==> src/hdl/scfc_pkg.sv <==
package scfc_pkg;

  localparam int AMOUNT_W    = 32;
  localparam int PENDING_W   = 16;
  localparam int FRAME_W     = 16;
  localparam int CFG_IDX_W   = 2;
  localparam int QUEUE_DEPTH = 2;

  localparam logic [AMOUNT_W-1:0]  MAX_WRITE_BYTES  = 32'd65535;
  localparam logic [FRAME_W-1:0]   FRAME_FLOOR      = 16'd2048;
  localparam logic [FRAME_W-1:0]   MAX_FRAME_RST    = 16'd16384;
  localparam logic [AMOUNT_W-1:0]  OUR_WINDOW_RST   = 32'd262144;
  localparam logic [AMOUNT_W-1:0]  PEER_WINDOW_RST  = 32'd262144;
  localparam logic [AMOUNT_W-1:0]  COUNT_MAX        = 32'hFFFF_FFFF;
  localparam logic [2:0]           REQ_TYPE_LAST    = 3'd6;

  typedef enum logic [2:0] {
    OP_WRITE      = 3'd0,
    OP_CONSUME    = 3'd1,
    OP_WIN_UPDATE = 3'd2,
    OP_SHUTDOWN   = 3'd3,
    OP_PEER_CLOSE = 3'd4,
    OP_RESET      = 3'd5,
    OP_CLOSE      = 3'd6
  } op_t;

  typedef enum logic [1:0] {
    MODE_OPEN     = 2'd0,
    MODE_HC_LOCAL = 2'd1,
    MODE_HC_REMOTE = 2'd2,
    MODE_CLOSED   = 2'd3
  } mode_t;

  typedef enum logic [1:0] {
    KIND_STATUS     = 2'd0,
    KIND_DATA       = 2'd1,
    KIND_WIN_UPDATE = 2'd2,
    KIND_CLOSE      = 2'd3
  } kind_t;

  typedef enum logic [2:0] {
    STAT_OK        = 3'd0,
    STAT_CLOSED    = 3'd1,
    STAT_WAIT      = 3'd2,
    STAT_BUSY      = 3'd3,
    STAT_ABORTED   = 3'd4,
    STAT_TOO_LONG  = 3'd5
  } status_t;

  typedef enum logic [CFG_IDX_W-1:0] {
    CFG_MAX_FRAME   = 2'd0,
    CFG_OUR_WINDOW  = 2'd1,
    CFG_PEER_WINDOW = 2'd2
  } cfg_idx_t;

  typedef enum logic {
    ST_IDLE  = 1'b0,
    ST_DRAIN = 1'b1
  } state_t;

  // decoded request handed from front to back
  typedef struct packed {
    op_t                 op;
    logic [AMOUNT_W-1:0] amount;
  } cmd_t;

  // one result word
  typedef struct packed {
    kind_t               kind;
    logic [AMOUNT_W-1:0] length;
    status_t             status;
    logic                last;
    mode_t               mode;
  } result_t;

  // queue handshake toward the back end
  typedef struct packed {
    logic valid;
    logic full;
  } q_stat_t;

  // saturating 32-bit add
  function automatic logic [AMOUNT_W-1:0] sat_add(input logic [AMOUNT_W-1:0] a,
                                                  input logic [AMOUNT_W-1:0] b);
    logic [AMOUNT_W:0] s;
    s = {1'b0, a} + {1'b0, b};
    return s[AMOUNT_W] ? COUNT_MAX : s[AMOUNT_W-1:0];
  endfunction

endpackage

==> src/hdl/scfc_req_if.sv <==
interface scfc_req_if;
  import scfc_pkg::*;
  logic                valid;
  logic                ready;
  logic [2:0]          req_type;
  logic [AMOUNT_W-1:0] amount;

  modport source (output valid, output req_type, output amount, input ready);
  modport sink   (input valid, input req_type, input amount, output ready);
endinterface

==> src/hdl/scfc_rsp_if.sv <==
interface scfc_rsp_if;
  import scfc_pkg::*;
  logic                valid;
  logic                ready;
  logic [1:0]          frame_kind;
  logic [AMOUNT_W-1:0] frame_length;
  logic [2:0]          status;
  logic                last;
  logic [1:0]          session_state;

  modport source (output valid, output frame_kind, output frame_length, output status,
                  output last, output session_state, input ready);
  modport sink   (input valid, input frame_kind, input frame_length, input status,
                  input last, input session_state, output ready);
endinterface

==> src/hdl/scfc_cfg_if.sv <==
interface scfc_cfg_if;
  import scfc_pkg::*;
  logic                 valid;
  logic                 ready;
  logic [CFG_IDX_W-1:0] index;
  logic [AMOUNT_W-1:0]  data;

  modport source (output valid, output index, output data, input ready);
  modport sink   (input valid, input index, input data, output ready);
endinterface

==> src/hdl/scfc_front.sv <==
module scfc_front (
  scfc_req_if.sink        req,
  input  scfc_pkg::q_stat_t q_stat,
  output logic            push,
  output scfc_pkg::cmd_t  push_cmd
);
  import scfc_pkg::*;

  logic known;

  // take a word whenever the queue has room; unknown types are dropped here
  assign known     = (req.req_type <= REQ_TYPE_LAST);
  assign req.ready = !q_stat.full;
  assign push      = req.valid && !q_stat.full && known;

  // classify the request
  always_comb begin
    push_cmd.op     = op_t'(req.req_type);
    push_cmd.amount = req.amount;
  end
endmodule

==> src/hdl/scfc_queue.sv <==
module scfc_queue (
  input  logic              clk,
  input  logic              rst,
  input  logic              push,
  input  scfc_pkg::cmd_t    push_cmd,
  input  logic              pop,
  output scfc_pkg::q_stat_t q_stat,
  output scfc_pkg::cmd_t    pop_cmd
);
  import scfc_pkg::*;

  localparam int PTR_W = (QUEUE_DEPTH > 1) ? $clog2(QUEUE_DEPTH) : 1;
  localparam int CNT_W = $clog2(QUEUE_DEPTH + 1);
  localparam logic [CNT_W-1:0] DEPTH_C = CNT_W'(QUEUE_DEPTH);
  localparam logic [PTR_W-1:0] LAST_P  = PTR_W'(QUEUE_DEPTH - 1);

  cmd_t             entry [QUEUE_DEPTH];
  logic [PTR_W-1:0] wr_ptr;
  logic [PTR_W-1:0] rd_ptr;
  logic [CNT_W-1:0] count;

  assign q_stat.valid = (count != '0);
  assign q_stat.full  = (count == DEPTH_C);
  assign pop_cmd      = entry[rd_ptr];

  // storage
  always_ff @(posedge clk) begin
    if (push) begin
      entry[wr_ptr] <= push_cmd;
    end
  end

  // pointers and fill count
  always_ff @(posedge clk) begin
    if (rst) begin
      wr_ptr <= '0;
      rd_ptr <= '0;
      count  <= '0;
    end else begin
      if (push) begin
        wr_ptr <= (wr_ptr == LAST_P) ? '0 : wr_ptr + 1'b1;
      end
      if (pop) begin
        rd_ptr <= (rd_ptr == LAST_P) ? '0 : rd_ptr + 1'b1;
      end
      case ({push, pop})
        2'b10:   count <= count + 1'b1;
        2'b01:   count <= count - 1'b1;
        default: count <= count;
      endcase
    end
  end
endmodule

==> src/hdl/scfc_back.sv <==
module scfc_back (
  input  logic              clk,
  input  logic              rst,
  scfc_cfg_if.sink          cfg,
  scfc_rsp_if.source        rsp,
  input  scfc_pkg::q_stat_t q_stat,
  input  scfc_pkg::cmd_t    q_cmd,
  output logic              pop
);
  import scfc_pkg::*;

  // config registers
  logic [FRAME_W-1:0]  max_frame;
  logic [AMOUNT_W-1:0] our_window;

  // stream state
  state_t               state, state_next;
  mode_t                mode, mode_next;
  logic [AMOUNT_W-1:0]  credit, credit_next;
  logic [PENDING_W-1:0] pending, pending_next;
  logic [AMOUNT_W-1:0]  unacked, unacked_next;
  logic                 had, had_next;

  // output register
  logic    o_valid;
  result_t o_res, o_res_next;
  logic    load;

  logic                 out_free;
  logic [FRAME_W-1:0]   lim;
  logic [PENDING_W-1:0] c_frame;
  logic [PENDING_W-1:0] chunk;
  logic [AMOUNT_W-1:0]  sum;
  logic                 aborted;
  status_t              abort_st;

  assign cfg.ready = 1'b1;
  assign out_free  = !o_valid || rsp.ready;

  // chunk size: min(pending, frame limit, credit)
  assign lim     = (max_frame < FRAME_FLOOR) ? FRAME_FLOOR : max_frame;
  assign c_frame = (pending < lim) ? pending : lim;
  assign chunk   = (credit < {{(AMOUNT_W-PENDING_W){1'b0}}, c_frame})
                   ? credit[PENDING_W-1:0] : c_frame;

  assign sum      = sat_add(unacked, q_cmd.amount);
  assign aborted  = (pending != '0);
  assign abort_st = aborted ? STAT_ABORTED : STAT_OK;

  // state register
  always_ff @(posedge clk) begin
    if (rst) begin
      state <= ST_IDLE;
    end else begin
      state <= state_next;
    end
  end

  // next state, stream update and result selection
  always_comb begin
    state_next   = state;
    mode_next    = mode;
    credit_next  = credit;
    pending_next = pending;
    unacked_next = unacked;
    had_next     = had;
    pop          = 1'b0;
    load         = 1'b0;
    o_res_next   = '{kind: KIND_STATUS, length: '0, status: STAT_OK, last: 1'b1, mode: mode};
    unique case (state)
      ST_IDLE: begin
        if (q_stat.valid && out_free) begin
          pop = 1'b1;
          unique case (q_cmd.op)
            OP_WRITE: begin
              if (mode == MODE_CLOSED || mode == MODE_HC_LOCAL) begin
                load              = 1'b1;
                o_res_next.status = STAT_CLOSED;
              end else if (pending != '0) begin
                load              = 1'b1;
                o_res_next.status = STAT_BUSY;
              end else if (q_cmd.amount > MAX_WRITE_BYTES) begin
                load              = 1'b1;
                o_res_next.status = STAT_TOO_LONG;
              end else begin
                pending_next = q_cmd.amount[PENDING_W-1:0];
                had_next     = 1'b1;
                state_next   = ST_DRAIN;
              end
            end
            OP_CONSUME: begin
              load = 1'b1;
              if (sum >= (our_window >> 1)) begin
                o_res_next.kind   = KIND_WIN_UPDATE;
                o_res_next.length = sum;
                unacked_next      = '0;
              end else begin
                unacked_next = sum;
              end
            end
            OP_WIN_UPDATE: begin
              credit_next = sat_add(credit, q_cmd.amount);
              had_next    = aborted;
              state_next  = ST_DRAIN;
            end
            OP_SHUTDOWN: begin
              load = 1'b1;
              if (mode == MODE_OPEN) begin
                mode_next       = MODE_HC_LOCAL;
                o_res_next.kind = KIND_CLOSE;
                o_res_next.mode = MODE_HC_LOCAL;
              end else if (mode == MODE_HC_REMOTE) begin
                mode_next       = MODE_CLOSED;
                o_res_next.kind = KIND_CLOSE;
                o_res_next.mode = MODE_CLOSED;
              end else begin
                o_res_next.status = STAT_CLOSED;
              end
            end
            OP_PEER_CLOSE: begin
              load = 1'b1;
              if (mode == MODE_HC_LOCAL) begin
                mode_next       = MODE_CLOSED;
                o_res_next.mode = MODE_CLOSED;
              end else if (mode == MODE_OPEN) begin
                mode_next       = MODE_HC_REMOTE;
                o_res_next.mode = MODE_HC_REMOTE;
              end
            end
            OP_RESET: begin
              load              = 1'b1;
              pending_next      = '0;
              mode_next         = MODE_CLOSED;
              o_res_next.status = abort_st;
              o_res_next.mode   = MODE_CLOSED;
            end
            OP_CLOSE: begin
              load              = 1'b1;
              pending_next      = '0;
              mode_next         = MODE_CLOSED;
              o_res_next.status = abort_st;
              o_res_next.mode   = MODE_CLOSED;
              if (mode != MODE_CLOSED) begin
                o_res_next.kind = KIND_CLOSE;
              end
            end
            default: begin
              load = 1'b0;
            end
          endcase
        end
      end
      ST_DRAIN: begin
        if (out_free) begin
          load = 1'b1;
          if (pending != '0 && credit != '0) begin
            // one data chunk per cycle while the output register is free
            o_res_next.kind   = KIND_DATA;
            o_res_next.length = {{(AMOUNT_W-PENDING_W){1'b0}}, chunk};
            o_res_next.last   = 1'b0;
            credit_next       = credit - {{(AMOUNT_W-PENDING_W){1'b0}}, chunk};
            pending_next      = pending - chunk;
          end else begin
            // closing status word
            o_res_next.status = (had && pending != '0) ? STAT_WAIT : STAT_OK;
            state_next        = ST_IDLE;
          end
        end
      end
      default: begin
        state_next = ST_IDLE;
      end
    endcase
  end

  // stream state and config registers
  always_ff @(posedge clk) begin
    if (rst) begin
      max_frame  <= MAX_FRAME_RST;
      our_window <= OUR_WINDOW_RST;
      mode       <= MODE_OPEN;
      credit     <= PEER_WINDOW_RST;
      pending    <= '0;
      unacked    <= '0;
      had        <= 1'b0;
    end else begin
      mode    <= mode_next;
      pending <= pending_next;
      unacked <= unacked_next;
      had     <= had_next;
      // a peer window write restarts the send credit
      if (cfg.valid && cfg.index == CFG_PEER_WINDOW) begin
        credit <= cfg.data;
      end else begin
        credit <= credit_next;
      end
      if (cfg.valid) begin
        case (cfg.index)
          CFG_MAX_FRAME:   max_frame  <= cfg.data[FRAME_W-1:0];
          CFG_OUR_WINDOW:  our_window <= cfg.data;
          default:         max_frame  <= max_frame;
        endcase
      end
    end
  end

  // output register
  always_ff @(posedge clk) begin
    if (rst) begin
      o_valid <= 1'b0;
    end else if (load) begin
      o_valid <= 1'b1;
    end else if (rsp.ready) begin
      o_valid <= 1'b0;
    end
  end

  always_ff @(posedge clk) begin
    if (load) begin
      o_res <= o_res_next;
    end
  end

  assign rsp.valid         = o_valid;
  assign rsp.frame_kind    = o_res.kind;
  assign rsp.frame_length  = o_res.length;
  assign rsp.status        = o_res.status;
  assign rsp.last          = o_res.last;
  assign rsp.session_state = o_res.mode;
endmodule

==> src/hdl/stream_credit_flow_control.sv <==
// Channel  Dir  Fields                                                 Done when
// req      in   req_type, amount                                       valid && ready
// rsp      out  frame_kind, frame_length, status, last, session_state  valid && ready
// cfg      in   index, data                                            valid && ready
//
// A control request gives one word from the back end.
// A write or window update that is taken is set up, then gives up to 32 data chunks
// and a closing status word; a refused write gives one status word.
// Requests are decoded into a 2-word queue, so req can take two words while rsp stalls;
// the back end stops only when its output register is full and not taken.
// rst is synchronous and restores the register defaults and an open stream.
module stream_credit_flow_control (
  input  logic       clk,
  input  logic       rst,
  scfc_req_if.sink   req,
  scfc_rsp_if.source rsp,
  scfc_cfg_if.sink   cfg
);
  import scfc_pkg::*;

  q_stat_t q_stat;
  logic    push;
  logic    pop;
  cmd_t    push_cmd;
  cmd_t    pop_cmd;

  scfc_front u_front (
    .req      (req),
    .q_stat   (q_stat),
    .push     (push),
    .push_cmd (push_cmd)
  );

  scfc_queue u_queue (
    .clk      (clk),
    .rst      (rst),
    .push     (push),
    .push_cmd (push_cmd),
    .pop      (pop),
    .q_stat   (q_stat),
    .pop_cmd  (pop_cmd)
  );

  scfc_back u_back (
    .clk    (clk),
    .rst    (rst),
    .cfg    (cfg),
    .rsp    (rsp),
    .q_stat (q_stat),
    .q_cmd  (pop_cmd),
    .pop    (pop)
  );
endmodule

==> src/flat_wrapper.sv <==
// flat-port wrapper written by rule: the top's interface ports become plain ports
module stream_credit_flow_control_flat import scfc_pkg::*;
  (clk, rst, req_valid, req_req_type, req_amount, req_ready, rsp_valid, rsp_frame_kind, rsp_frame_length, rsp_status, rsp_last, rsp_session_state, rsp_ready, cfg_valid, cfg_index, cfg_data, cfg_ready);
  scfc_req_if req_i ();
  scfc_rsp_if rsp_i ();
  scfc_cfg_if cfg_i ();
  input  logic clk;
  input  logic rst;
  input wire logic [$bits(req_i.valid)-1:0] req_valid;
  input wire logic [$bits(req_i.req_type)-1:0] req_req_type;
  input wire logic [$bits(req_i.amount)-1:0] req_amount;
  output wire logic [$bits(req_i.ready)-1:0] req_ready;
  output wire logic [$bits(rsp_i.valid)-1:0] rsp_valid;
  output wire logic [$bits(rsp_i.frame_kind)-1:0] rsp_frame_kind;
  output wire logic [$bits(rsp_i.frame_length)-1:0] rsp_frame_length;
  output wire logic [$bits(rsp_i.status)-1:0] rsp_status;
  output wire logic [$bits(rsp_i.last)-1:0] rsp_last;
  output wire logic [$bits(rsp_i.session_state)-1:0] rsp_session_state;
  input wire logic [$bits(rsp_i.ready)-1:0] rsp_ready;
  input wire logic [$bits(cfg_i.valid)-1:0] cfg_valid;
  input wire logic [$bits(cfg_i.index)-1:0] cfg_index;
  input wire logic [$bits(cfg_i.data)-1:0] cfg_data;
  output wire logic [$bits(cfg_i.ready)-1:0] cfg_ready;
  assign req_i.valid = req_valid;
  assign req_i.req_type = req_req_type;
  assign req_i.amount = req_amount;
  assign req_ready = req_i.ready;
  assign rsp_valid = rsp_i.valid;
  assign rsp_frame_kind = rsp_i.frame_kind;
  assign rsp_frame_length = rsp_i.frame_length;
  assign rsp_status = rsp_i.status;
  assign rsp_last = rsp_i.last;
  assign rsp_session_state = rsp_i.session_state;
  assign rsp_i.ready = rsp_ready;
  assign cfg_i.valid = cfg_valid;
  assign cfg_i.index = cfg_index;
  assign cfg_i.data = cfg_data;
  assign cfg_ready = cfg_i.ready;
  stream_credit_flow_control u_core (.clk(clk), .rst(rst), .req(req_i), .rsp(rsp_i), .cfg(cfg_i));
endmodule
==> config.mk <==
export PLATFORM = sky130hd
export DESIGN_NAME = stream_credit_flow_control_flat
export DESIGN_NICKNAME = d
export VERILOG_FILES = /design/src/hdl/scfc_pkg.sv /design/src/hdl/scfc_req_if.sv /design/src/hdl/scfc_rsp_if.sv /design/src/hdl/scfc_cfg_if.sv /design/src/hdl/scfc_front.sv /design/src/hdl/scfc_queue.sv /design/src/hdl/scfc_back.sv /design/src/hdl/stream_credit_flow_control.sv /design/src/flat_wrapper.sv
export SDC_FILE = /design/constraint.sdc
export NUM_CORES = 1
export LEC_CHECK = 0
export BUFFER_PORTS_ARGS = -buffer_cell sky130_fd_sc_hd__buf_2
export CAP_MARGIN = 20
export CORE_MARGIN = 4
export CORE_UTILIZATION = 40
export DETAILED_ROUTE_END_ITERATION = 8
export MAX_ROUTING_LAYER = met4
export REMOVE_ABC_BUFFERS = 1
export SLEW_MARGIN = 5
export SYNTH_ARGS = -nofsm -noshare
export SYNTH_HDL_FRONTEND = slang
export SYNTH_SLANG_ARGS = --single-unit
==> constraint.sdc <==
create_clock -name clk -period 16.2 [get_ports clk]
set_input_delay 2.43 -clock clk [delete_from_list [all_inputs] [get_ports clk]]
set_output_delay 2.43 -clock clk [all_outputs]
set_load 0.01 [all_outputs]
==> results of run 1 <==
==> per-stage QoR <==
step	total power [mW]	instance area [µm²]	utilization [%]	hold slack, ns
final	3.95	19500	46.0	0.457
after global routing	4.21	19500	46.0	0.479
after CTS	3.92	19400	45.8	0.458
after detailed placement	3.24	18400	43.6	0.450
after global placement	3.22	18400	43.6	0.443
after floorplan	2.56	16900	-	0.426
==> Yosys cell counts (all sizes together), types with 44 or more instances <==
cell type  instances  share of area [%]
dfxtp            137                 16
nor2             174                3.8
clkbuf            84                1.8
nand2            243                5.3
xnor2             70                3.5
a211oi            45                2.0
inv              121                2.6
o21ai            138                4.0
mux2              44                2.9
ha               135                9.8
edfxtp           110                 19
a21oi            213                6.2
==> worst min-delay path: stages (launching register included) <==
cell and delay, ns:
dfxtp_1 0.31, nand2_1 0.05, a21oi_1 0.05
==> kinds of logic (layout without fill, tap and decap cells) <==
group / after synthesis / count (layout) / share of synthesized area [%]
AOI/OAI and AO/OA: 643 / 643 / 23.6
and+or+nand+nor: 638 / 638 / 17.2
DFF: 247 / 247 / 35.0
buffers and inverters: 220 / 316 / 4.87
adders and majority gates: 145 / 145 / 10.5
xor gates and xnor gates: 97 / 97 / 4.91
muxes: 60 / 60 / 3.96
other: 1 / 3 / 0.0217
==> cell type report <==
type | instances | share of cell area (%)
timing repair buffer | 142 | 4.19
inverter | 122 | 2.35
tap | 577 | 3.71
antenna | 2 | 0.0257
sequential | 247 | 31.1
clock buffer | 38 | 4.00
multi-input combinational | 1584 | 53.8
clock inverter | 14 | 0.900
==> flip-flops by register name, indices dropped and copies added (netlist names), 3 cells and up, named ones only <==
register	cells
u_core.u_queue.entry	70
u_core.u_back.credit	32
u_core.u_back.rsp.frame_length	32
u_core.u_back.unacked	32
u_core.u_back.our_window	31
u_core.u_back.max_frame	16
u_core.u_back.pending	16
u_core.u_back.rsp.status	3
==> worst max-delay path by stage <==
stage,end,start,depth (start not counted)
after floorplan,u_core.u_back.credit[24],u_core.u_back.max_frame[14],30
after global routing,u_core.u_back.credit[24],u_core.u_back.max_frame[14],30
final,u_core.u_back.credit[24],u_core.u_back.max_frame[15],30
after CTS,u_core.u_back.credit[24],u_core.u_back.max_frame[15],30
after global placement,u_core.u_back.credit[24],u_core.u_back.max_frame[14],30
after detailed placement,u_core.u_back.credit[24],u_core.u_back.max_frame[15],30
==> power by group through the flow <==
stage          clock [mW]  combinational, mW  sequential [mW]
2_1_floorplan           0               1.64            0.921
3_3_place_gp            0               2.29            0.928
3_5_place_dp            0               2.31            0.930
4_1_cts             0.672               2.33            0.918
5_1_grt             0.694               2.59            0.933
6_report            0.662               2.37            0.921
==> routing by layer <==
layer	track usage (%)	vias up	wire (µm)
met1	32.8	7658	25600
met4	10.1	0	2990
met5	-	-	0
met3	2.41	170	3540
li1	-	7642	-
met2	41.6	654	27500
==> results.py, run 1 <==
metrics = {
    "critical_path": {
        "r2r_slack_ns": 6.28,
        "cp_max_fo": 12,
        "regToRegStartpoint": "u_core.u_back.max_frame[15]",
        "slowest_stage": "or4_1",
        "crit_type": "reg2reg",
        "crit_family": "compound AO/OA/AOI/OAI gates",
        "cp_common_cell": "ha_1",
        "cp.arrival_ns": 10.41,
        "slowest_delay_ns": 0.67,
        "reg2regPathDepth": 30,
        "endpoint_kind": "flop",
        "path_buf_inv": 2,
        "crit_required_ns": 16.69,
        "worst_setup_path_start_kind": "flop",
        "reg2reg_to": "u_core.u_back.credit[24]",
    },
    "clock_tree": {
        "cts.sinks": 247,
        "insertion_delay_ns": 0.58,
        "cts_root_buffer": "clkbuf_16",
        "cts-resized-gates": 0,
        "cts_tree": "done",
        "clkTransAtPathRegs_ns": 0.06,
        "ctsLongestPathBuffers": 3,
        "cts_setup_buffers": 0,
        "cts_buffers": 28,
        "h-tree-depth": 1,
        "ctsHoldBuffers": 0,
    },
    "hold_path": {
        "min-delay-start": "u_core.u_back.our_window[9]",
        "hold_path.class": "reg2reg",
        "hold_end": "u_core.u_back.our_window[9]",
        "hold-path-cell-count": 2,
    },
    "yosys": {
        "avgSynthCellArea_um2": 8.43,
        "synth_ff_type": "dfxtp_1",
        "synth_cells": 2051,
        "synth_warnings": 0,
        "ys_ff_latch": 247,
        "synth_area_mm2": 0.0173,
        "synth_edf_count": 110,
        "ys_seq_area_share_pct": 35.0,
        "synthArstFlopShare_pct": 0,
        "synth_cell_type_count": 95,
    },
    "floorplan": {
        "die_h_um": 216,
        "die_width_um": 216,
        "io-pin-count": 117,
        "die_area_mm2": 0.0466,
        "start_util_pct": 40.9,
        "core_area_mm2": 0.0423,
        "rows": 75,
    },
    "run": {
        "cap_violations": 0,
    },
    "detailed_routing": {
        "drcViolationCount": 0,
        "vias_per_cell": 5.91,
        "ant_nets": 0,
        "wire_per_inst_um": 21.9,
        "drt_first_iter_violations": 1471,
        "finalWirelength_mm": 59.6,
        "first_pass_iters": 6,
        "vias": 16100,
    },
    "global_route": {
        "track_usage_pct": 25.5,
        "grt_first_pass_wirelength_mm": 91.4,
        "antenna_found_initial": 1,
        "grt_max_degree": 49,
        "grt_pass1_vias": 15500,
        "overflow": 0,
    },
    "pwr": {
        "p_sw_share_pct": 46.9,
        "seqPwrFrac_pct": 23.3,
        "p_leak_nw": 7.62,
        "p_int_mw": 2.10,
        "power_switching_mw": 1.86,
        "peakVddDrop_uv": 107,
        "power_frac_comb_pct": 60.0,
        "powerDensity_mw_per_mm2": 203,
        "power_frac_clock_pct": 16.7,
    },
    "timing": {
        "fin_skew_ns": 0.0355,
        "maxSlewHeadroom_pct": 30.3,
        "fin_crit_sh_pct": 61.2,
        "tns_ns": 0,
        "rsz0062_at_grt": "false",
        "fmax_mhz": 101,
        "setup_viol": 0,
        "period_needed_ns": 9.92,
        "worst_pin_slew_ns": 1.05,
        "fin_ws_ns": 6.28,
        "hold_viol_final": 0,
        "slew_violations": 0,
    },
    "cells_and_area": {
        "stdcell_count": 2726,
        "drive_gt1_share_pct": 13.0,
        "final_nets": 2336,
        "n_fill_cell": 4196,
        "syn2layout_area_growth_pct": 12.6,
        "final_common_cell": "nand2_1",
        "ff_latch_area_mm2": 0.00605,
        "multi_input_area_mm2": 0.0105,
        "most-common-layout-cells": "nand2_1 (243), a21oi_1 (211), nor2_1 (170), dfxtp_1 (136), ha_1 (135)",
    },
    "status": {
        "status": "completed",
    },
    "placement": {
        "place.gp.congestion": 0.996,
        "dp.cells": 2669,
        "io_buffer_count": 115,
        "hpwl_mm": 45.7,
        "pre_cts_ws_ns": 6.41,
    },
}
No activity file was read; power rests on OpenSTA's default activity.
==> run 2, diff against run 1 <==
--- a/config.mk
+++ b/config.mk
@@ -5,6 +5,7 @@
 export SDC_FILE = /design/constraint.sdc
 export NUM_CORES = 1
 export LEC_CHECK = 0
+export ABC_AREA = 1
 export BUFFER_PORTS_ARGS = -buffer_cell sky130_fd_sc_hd__buf_2
 export CAP_MARGIN = 20
 export CORE_MARGIN = 4
==> constraint.sdc (replaced) <==
create_clock -name clk -period 8.8 [get_ports clk]
set_input_delay 1.32 -clock clk [delete_from_list [all_inputs] [get_ports clk]]
set_output_delay 1.32 -clock clk [all_outputs]
set_load 0.01 [all_outputs]
==> run 2 against run 1 <==
  * Via count grew 3.3%
  * Non-clock buffer count shrank 8
  * Setup slack got worse by 4.9 ns
  * Utilization fell by 0.46 points
  * Wire length decreased by 0.50%
  * Clock skew shrank 0.0052 ns
  * Sequential cell count did not move
  * Critical path type unchanged
  * Critical endpoint is now u_core.u_back.unacked[16]
  * Highest routed layer unchanged
==> results.py, run 2 <==
metrics = {
    "yosys": {
        "synth_ff_type": "dfxtp_1",
        "synth_cell_type_count": 67,
        "synth_compound_area_share_pct": 18.7,
        "muxShareOfSynthArea_pct": 0.519,
        "ys_seq_area_share_pct": 34.8,
        "synth-simple-area-share_pct": 25.0,
        "yosys-top-cells-area": "edfxtp_1 (19%), dfxtp_1 (16%), nand2_1 (12%)",
        "synthArstFlopShare_pct": 0,
        "synth.most_common_cell": "nand2_1",
        "netlist_top_cells_count": "nand2_1 (542), inv_1 (275), a21oi_1 (272), nor2_1 (175), o21ai_0 (140)",
        "yosysTopAreaCellShare_pct": 19.0,
        "synth_top_family_by_area": "simple AND/OR/NAND/NOR gates",
        "synth_cells": 2380,
        "avgSynthCellArea_um2": 7.30,
        "synth_area_mm2": 0.0174,
        "synth-xor-area-share_pct": 2.47,
        "synthAdderAreaFrac_pct": 9.96,
        "yosysTopAreaCell": "edfxtp_1",
        "synth_edf_count": 110,
        "ys_ff_latch": 247,
        "synth_warnings": 0,
    },
    "clock_tree": {
        "cts_root_buffer": "clkbuf_16",
        "clkTransAtPathRegs_ns": 0.06,
        "h-tree-depth": 1,
        "ctsHoldBuffers": 0,
        "cts-resized-gates": 0,
        "cts_buffers": 30,
        "ctsLongestPathBuffers": 3,
        "insertion_delay_ns": 0.59,
        "cts_tree": "done",
        "cts.sinks": 247,
        "cts_setup_buffers": 0,
    },
    "critical_path": {
        "cp.arrival_ns": 7.91,
        "crit_type": "reg2reg",
        "slowest_stage": "inv_1",
        "worst_setup_path_start_kind": "flop",
        "cp_common_cell": "nand2_1",
        "r2r_slack_ns": 1.38,
        "path_buf_inv": 6,
        "crit_family": "simple AND/OR/NAND/NOR gates",
        "reg2regPathDepth": 40,
        "crit_required_ns": 9.29,
        "slowest_delay_ns": 0.57,
        "reg2reg_to": "u_core.u_back.unacked[16]",
        "cp_max_fo": 26,
        "endpoint_kind": "flop",
    },
    "status": {
        "status": "completed",
    },
    "placement": {
        "io_buffer_count": 115,
        "place.gp.congestion": 0.961,
        "hpwl_mm": 46.8,
    },
    "timing": {
        "hold_viol_final": 0,
        "setup_viol": 0,
        "maxSlewHeadroom_pct": 29.6,
        "worst_pin_slew_ns": 1.05,
        "tns_ns": 0,
        "period_needed_ns": 7.42,
        "fin_skew_ns": 0.0303,
        "slew_violations": 0,
        "rsz0062_at_grt": "false",
        "fin_crit_sh_pct": 84.4,
        "fmax_mhz": 135,
    },
    "global_route": {
        "antenna_found_initial": 0,
        "grt_max_degree": 62,
        "track_usage_pct": 25.4,
        "grt_first_pass_wirelength_mm": 91.0,
        "overflow": 0,
        "grt_pass1_vias": 16000,
    },
    "floorplan": {
        "die_area_mm2": 0.0468,
        "die_h_um": 216,
        "io-pin-count": 117,
        "rows": 76,
        "die_width_um": 216,
        "core_area_mm2": 0.0430,
        "start_util_pct": 40.4,
    },
    "detailed_routing": {
        "drt_first_iter_violations": 1139,
        "first_pass_iters": 5,
        "wire_per_inst_um": 19.2,
        "finalWirelength_mm": 59.3,
        "vias": 16700,
        "vias_per_cell": 5.40,
        "ant_nets": 0,
        "drcViolationCount": 0,
    },
    "hold_path": {
        "hold_end": "u_core.u_back.our_window[1]",
        "hold-path-cell-count": 2,
        "hold_path.class": "reg2reg",
        "min-delay-start": "u_core.u_back.our_window[1]",
    },
    "cells_and_area": {
        "top_register": "u_core.u_queue.entry",
        "final_nets": 2684,
        "most-common-layout-cells": "nand2_1 (542), inv_1 (274), a21oi_1 (272), nor2_1 (172), o21ai_0 (139)",
        "final_common_cell": "nand2_1",
        "n_fill_cell": 4417,
        "largest_reg_flops": 70,
        "drive_gt1_share_pct": 12.9,
        "syn2layout_area_growth_pct": 12.7,
    },
    "run": {
        "cap_violations": 0,
    },
}
==> run 2: how the worst max path moves through the flow <==
| stage | from | end | slack [ns] | depth (start not counted) |
|---|---|---|---|---|
| 3_5_place_dp | flop | u_core.u_back.unacked[16] | 1.45 | 40 |
| 3_3_place_gp | flop | u_core.u_back.unacked[16] | 1.61 | 40 |
| 5_1_grt | flop | u_core.u_back.unacked[16] | 0.64 | 40 |
| 4_1_cts | flop | u_core.u_back.unacked[16] | 1.39 | 40 |
| 6_report | flop | u_core.u_back.unacked[16] | 1.38 | 40 |
| 2_1_floorplan | flop | u_core.u_back.unacked[16] | 2.09 | 36 |
==> run 2: layout make-up <==
type                       count  area, µm²  share of cell area [%]
sequential                   247       6050                    30.9
antenna                        2       5.00                  0.0256
inverter                     308       1160                    5.91
timing repair buffer         134        751                    3.84
clock buffer                  36        805                    4.11
clock inverter                20        209                    1.07
tap                          585        732                    3.74
multi-input combinational   1752       9870                    50.4
==> run 2: logic make-up after synthesis <==
kind of cell / after synthesis
adders and majority gates: 137
AOI/OAI and AO/OA: 569
DFF: 247
buffers and inverters: 381
xor gates and xnor gates: 49
muxes: 9
and+or+nand+nor: 987
other: 1
==> run 2: worst register-to-register path, delay by kind of cell, from the launching register on <==
family / cells / cell delay (ns)
AND/OR/NAND/NOR: 16 / 2.34
AO/OA/AOI/OAI: 15 / 2.24
buffers and inverters: 6 / 1.58
adder cells (fa/ha/maj): 3 / 0.85
flip-flops: 1 / 0.31
==> run 2: per-stage QoR <==
stage                     utilization, %  setup WS [ns]  area, µm²  hold WS (ns)  std cells
after CTS                           45.5           1.39      19500         0.453       3081
after floorplan                        -           2.09      17000         0.429       2307
after global placement              43.1           1.61      18500         0.445       3024
after detailed placement            43.1           1.45      18500         0.444       3025
final                               45.5           1.38      19600         0.455       3084
after global routing                45.5          0.644      19600         0.473       3082
==> run 2: routing by layer <==
metal / global-route usage [%] / up-vias / part of all wire (%)
li1: - / 8223 / -
met1: 35.1 / 7784 / 47
met2: 38.9 / 561 / 43
met3: 3.95 / 92 / 7.1
met4: 6.98 / 0 / 2.6
met5: - / - / 0
Power of run 2 is left out: the tool's default activity adds up to more than one toggle a clock period on the data nets, which glitch-free logic cannot reach.
==> run 3, diff against run 2 <==
==> constraint.sdc (replaced) <==
create_clock -name clk -period 7 [get_ports clk]
set_input_delay 1.05 -clock clk [delete_from_list [all_inputs] [get_ports clk]]
set_output_delay 1.05 -clock clk [all_outputs]
set_load 0.01 [all_outputs]
==> run 3 against run 2 <==
  * Non-clock buffer count up 15
  * Global-route usage up 0.22 points
  * Sequential cell count unchanged
  * Critical path depth down 4
  * Design area up 0.34%
  * Sequential share of layout area down 0.11 points
  * Worst hold slack better by 0.0039 ns
  * Count of clock-buffer cells in the layout up 1
  * Fmax up 14%
  * Critical endpoint is now u_core.u_back.credit[28]
  * Largest cell class unchanged
==> results.py, run 3 (same netlist as run 2, synthesis figures left out) <==
metrics = {
    "status": {
        "status": "completed",
    },
    "clock_tree": {
        "insertion_delay_ns": 0.59,
        "cts_tree": "done",
        "ctsLongestPathBuffers": 3,
        "cts_buffers": 29,
        "cts.sinks": 247,
        "clkTransAtPathRegs_ns": 0.07,
        "cts_root_buffer": "clkbuf_16",
        "cts_setup_buffers": 0,
        "h-tree-depth": 1,
    },
    "cells_and_area": {
        "most-common-layout-cells": "nand2_1 (541), inv_1 (274), a21oi_1 (270), nor2_1 (172), dfxtp_1 (137)",
        "drive_gt1_share_pct": 13.6,
        "syn2layout_area_growth_pct": 13.1,
        "final_common_cell": "nand2_1",
        "antenna_cells": 0,
        "top_register": "u_core.u_queue.entry",
        "largest_reg_flops": 70,
        "final_nets": 2698,
    },
    "floorplan": {
        "die_area_mm2": 0.0468,
        "rows": 76,
        "io-pin-count": 117,
        "die_width_um": 216,
        "core_area_mm2": 0.0430,
        "die_h_um": 216,
        "start_util_pct": 40.4,
    },
    "critical_path": {
        "crit_required_ns": 7.52,
        "crit_family": "simple AND/OR/NAND/NOR gates",
        "worst_setup_path_start_kind": "flop",
        "slowest_delay_ns": 0.61,
        "cp_max_fo": 37,
        "cp.depth": 36,
        "path_buf_inv": 5,
        "cp_common_cell": "nand2_1",
        "reg2regPathDepth": 36,
        "cp.arrival_ns": 7.01,
        "slowest_stage": "o21ai_0",
        "crit_type": "reg2reg",
        "endpoint_kind": "flop",
    },
    "timing": {
        "period_needed_ns": 6.50,
        "hold_viol_final": 0,
        "slew_violations": 0,
        "worst_pin_slew_ns": 1.00,
        "maxSlewHeadroom_pct": 32.9,
        "tns_ns": 0,
        "fmax_mhz": 154,
        "fin_skew_ns": 0.0316,
        "fin_crit_sh_pct": 92.8,
        "rsz0062_at_grt": "false",
        "setup_viol": 0,
    },
    "global_route": {
        "grt_max_degree": 62,
        "overflow": 0,
        "grt_first_pass_wirelength_mm": 91.3,
        "grt_pass1_vias": 15800,
        "track_usage_pct": 25.6,
        "antenna_found_initial": 0,
    },
    "detailed_routing": {
        "wire_per_inst_um": 19.5,
        "first_pass_iters": 5,
        "finalWirelength_mm": 60.3,
        "drcViolationCount": 0,
        "vias": 16700,
        "ant_nets": 0,
        "vias_per_cell": 5.39,
        "drt_first_iter_violations": 1475,
    },
    "placement": {
        "hpwl_mm": 47.6,
        "place.gp.congestion": 0.977,
        "io_buffer_count": 115,
    },
    "hold_path": {
        "hold_path.class": "reg2reg",
        "hold-path-cell-count": 2,
    },
    "run": {
        "cap_violations": 0,
    },
}
run 3: changes by cell type in the layout (fill, tap and decap cells not counted), moves of 2 or more:
cell        previous run  this run
o21ai_0              139       136
clkinv_2               5         3
clkinv_1               9         4
buf_6                  0         2
a21oi_2                4         6
clkbuf_16             31        29
clkbuf_8               1         3
a21oi_1              272       270
o21ai_1               29        32
clkinvlp_4             2         6
buf_4                 17        31
nand2_4                2         4
diode_2                2         0
run 3: metrics by stage:
step / utilization, % / worst slack [ns] / area [µm²] / hold slack [ns] / cells
after floorplan: - / 0.288 / 17000 / 0.429 / 2307
after global placement: 43.4 / 0.281 / 18600 / 0.447 / 3041
after detailed placement: 43.4 / 0.228 / 18600 / 0.448 / 3041
after CTS: 45.6 / 0.205 / 19600 / 0.461 / 3094
after global routing: 45.7 / 0.0143 / 19600 / 0.479 / 3094
final: 45.7 / 0.504 / 19600 / 0.459 / 3094
run 3: cell type report:
| type | instances | area, µm² |
|---|---|---|
| Timing Repair Buffer | 149 | 851 |
| Clock inverter | 16 | 180 |
| Sequential cell | 247 | 6050 |
| Multi-Input combinational cell | 1752 | 9890 |
| Tap cell | 585 | 732 |
| Clock buffer | 37 | 786 |
| Fill cell | 4442 | 23300 |
| Inverter | 308 | 1160 |
run 3: worst min-delay path, delay by kind of cell, from the launching register on:
family	cells	cell delay, ns
AO/OA/AOI/OAI	1	0.05
flip-flops	1	0.29
buffers and inverters	1	0.06
run 3: per-layer routing:
layer  share of wire [%]  vias to the layer above  track usage (%)
met4                 2.3                        0             6.00
li1                    -                     8233                -
met3                 7.1                       71             3.69
met2                  43                      568             38.6
met1                  47                     7798             36.6
met5                   0                        -                -
run 3: path summary, 6_finish.rpt:
check | startpoint | end | slack [ns]
max | u_core.u_back.max_frame[13] | u_core.u_back.credit[28] | 0.50
min | u_core.u_back.our_window[17] | u_core.u_back.our_window[17] | 0.46
max reg2reg | u_core.u_back.max_frame[13] | u_core.u_back.credit[28] | 0.50
min reg2reg | u_core.u_back.our_window[17] | u_core.u_back.our_window[17] | 0.46
run 3: repair_timing:
action	in CTS	in global routing
hold buffers	0	0
setup endpoints to repair	0	64
gates resized for setup	0	10
Power of run 3 is left out for the same reason.
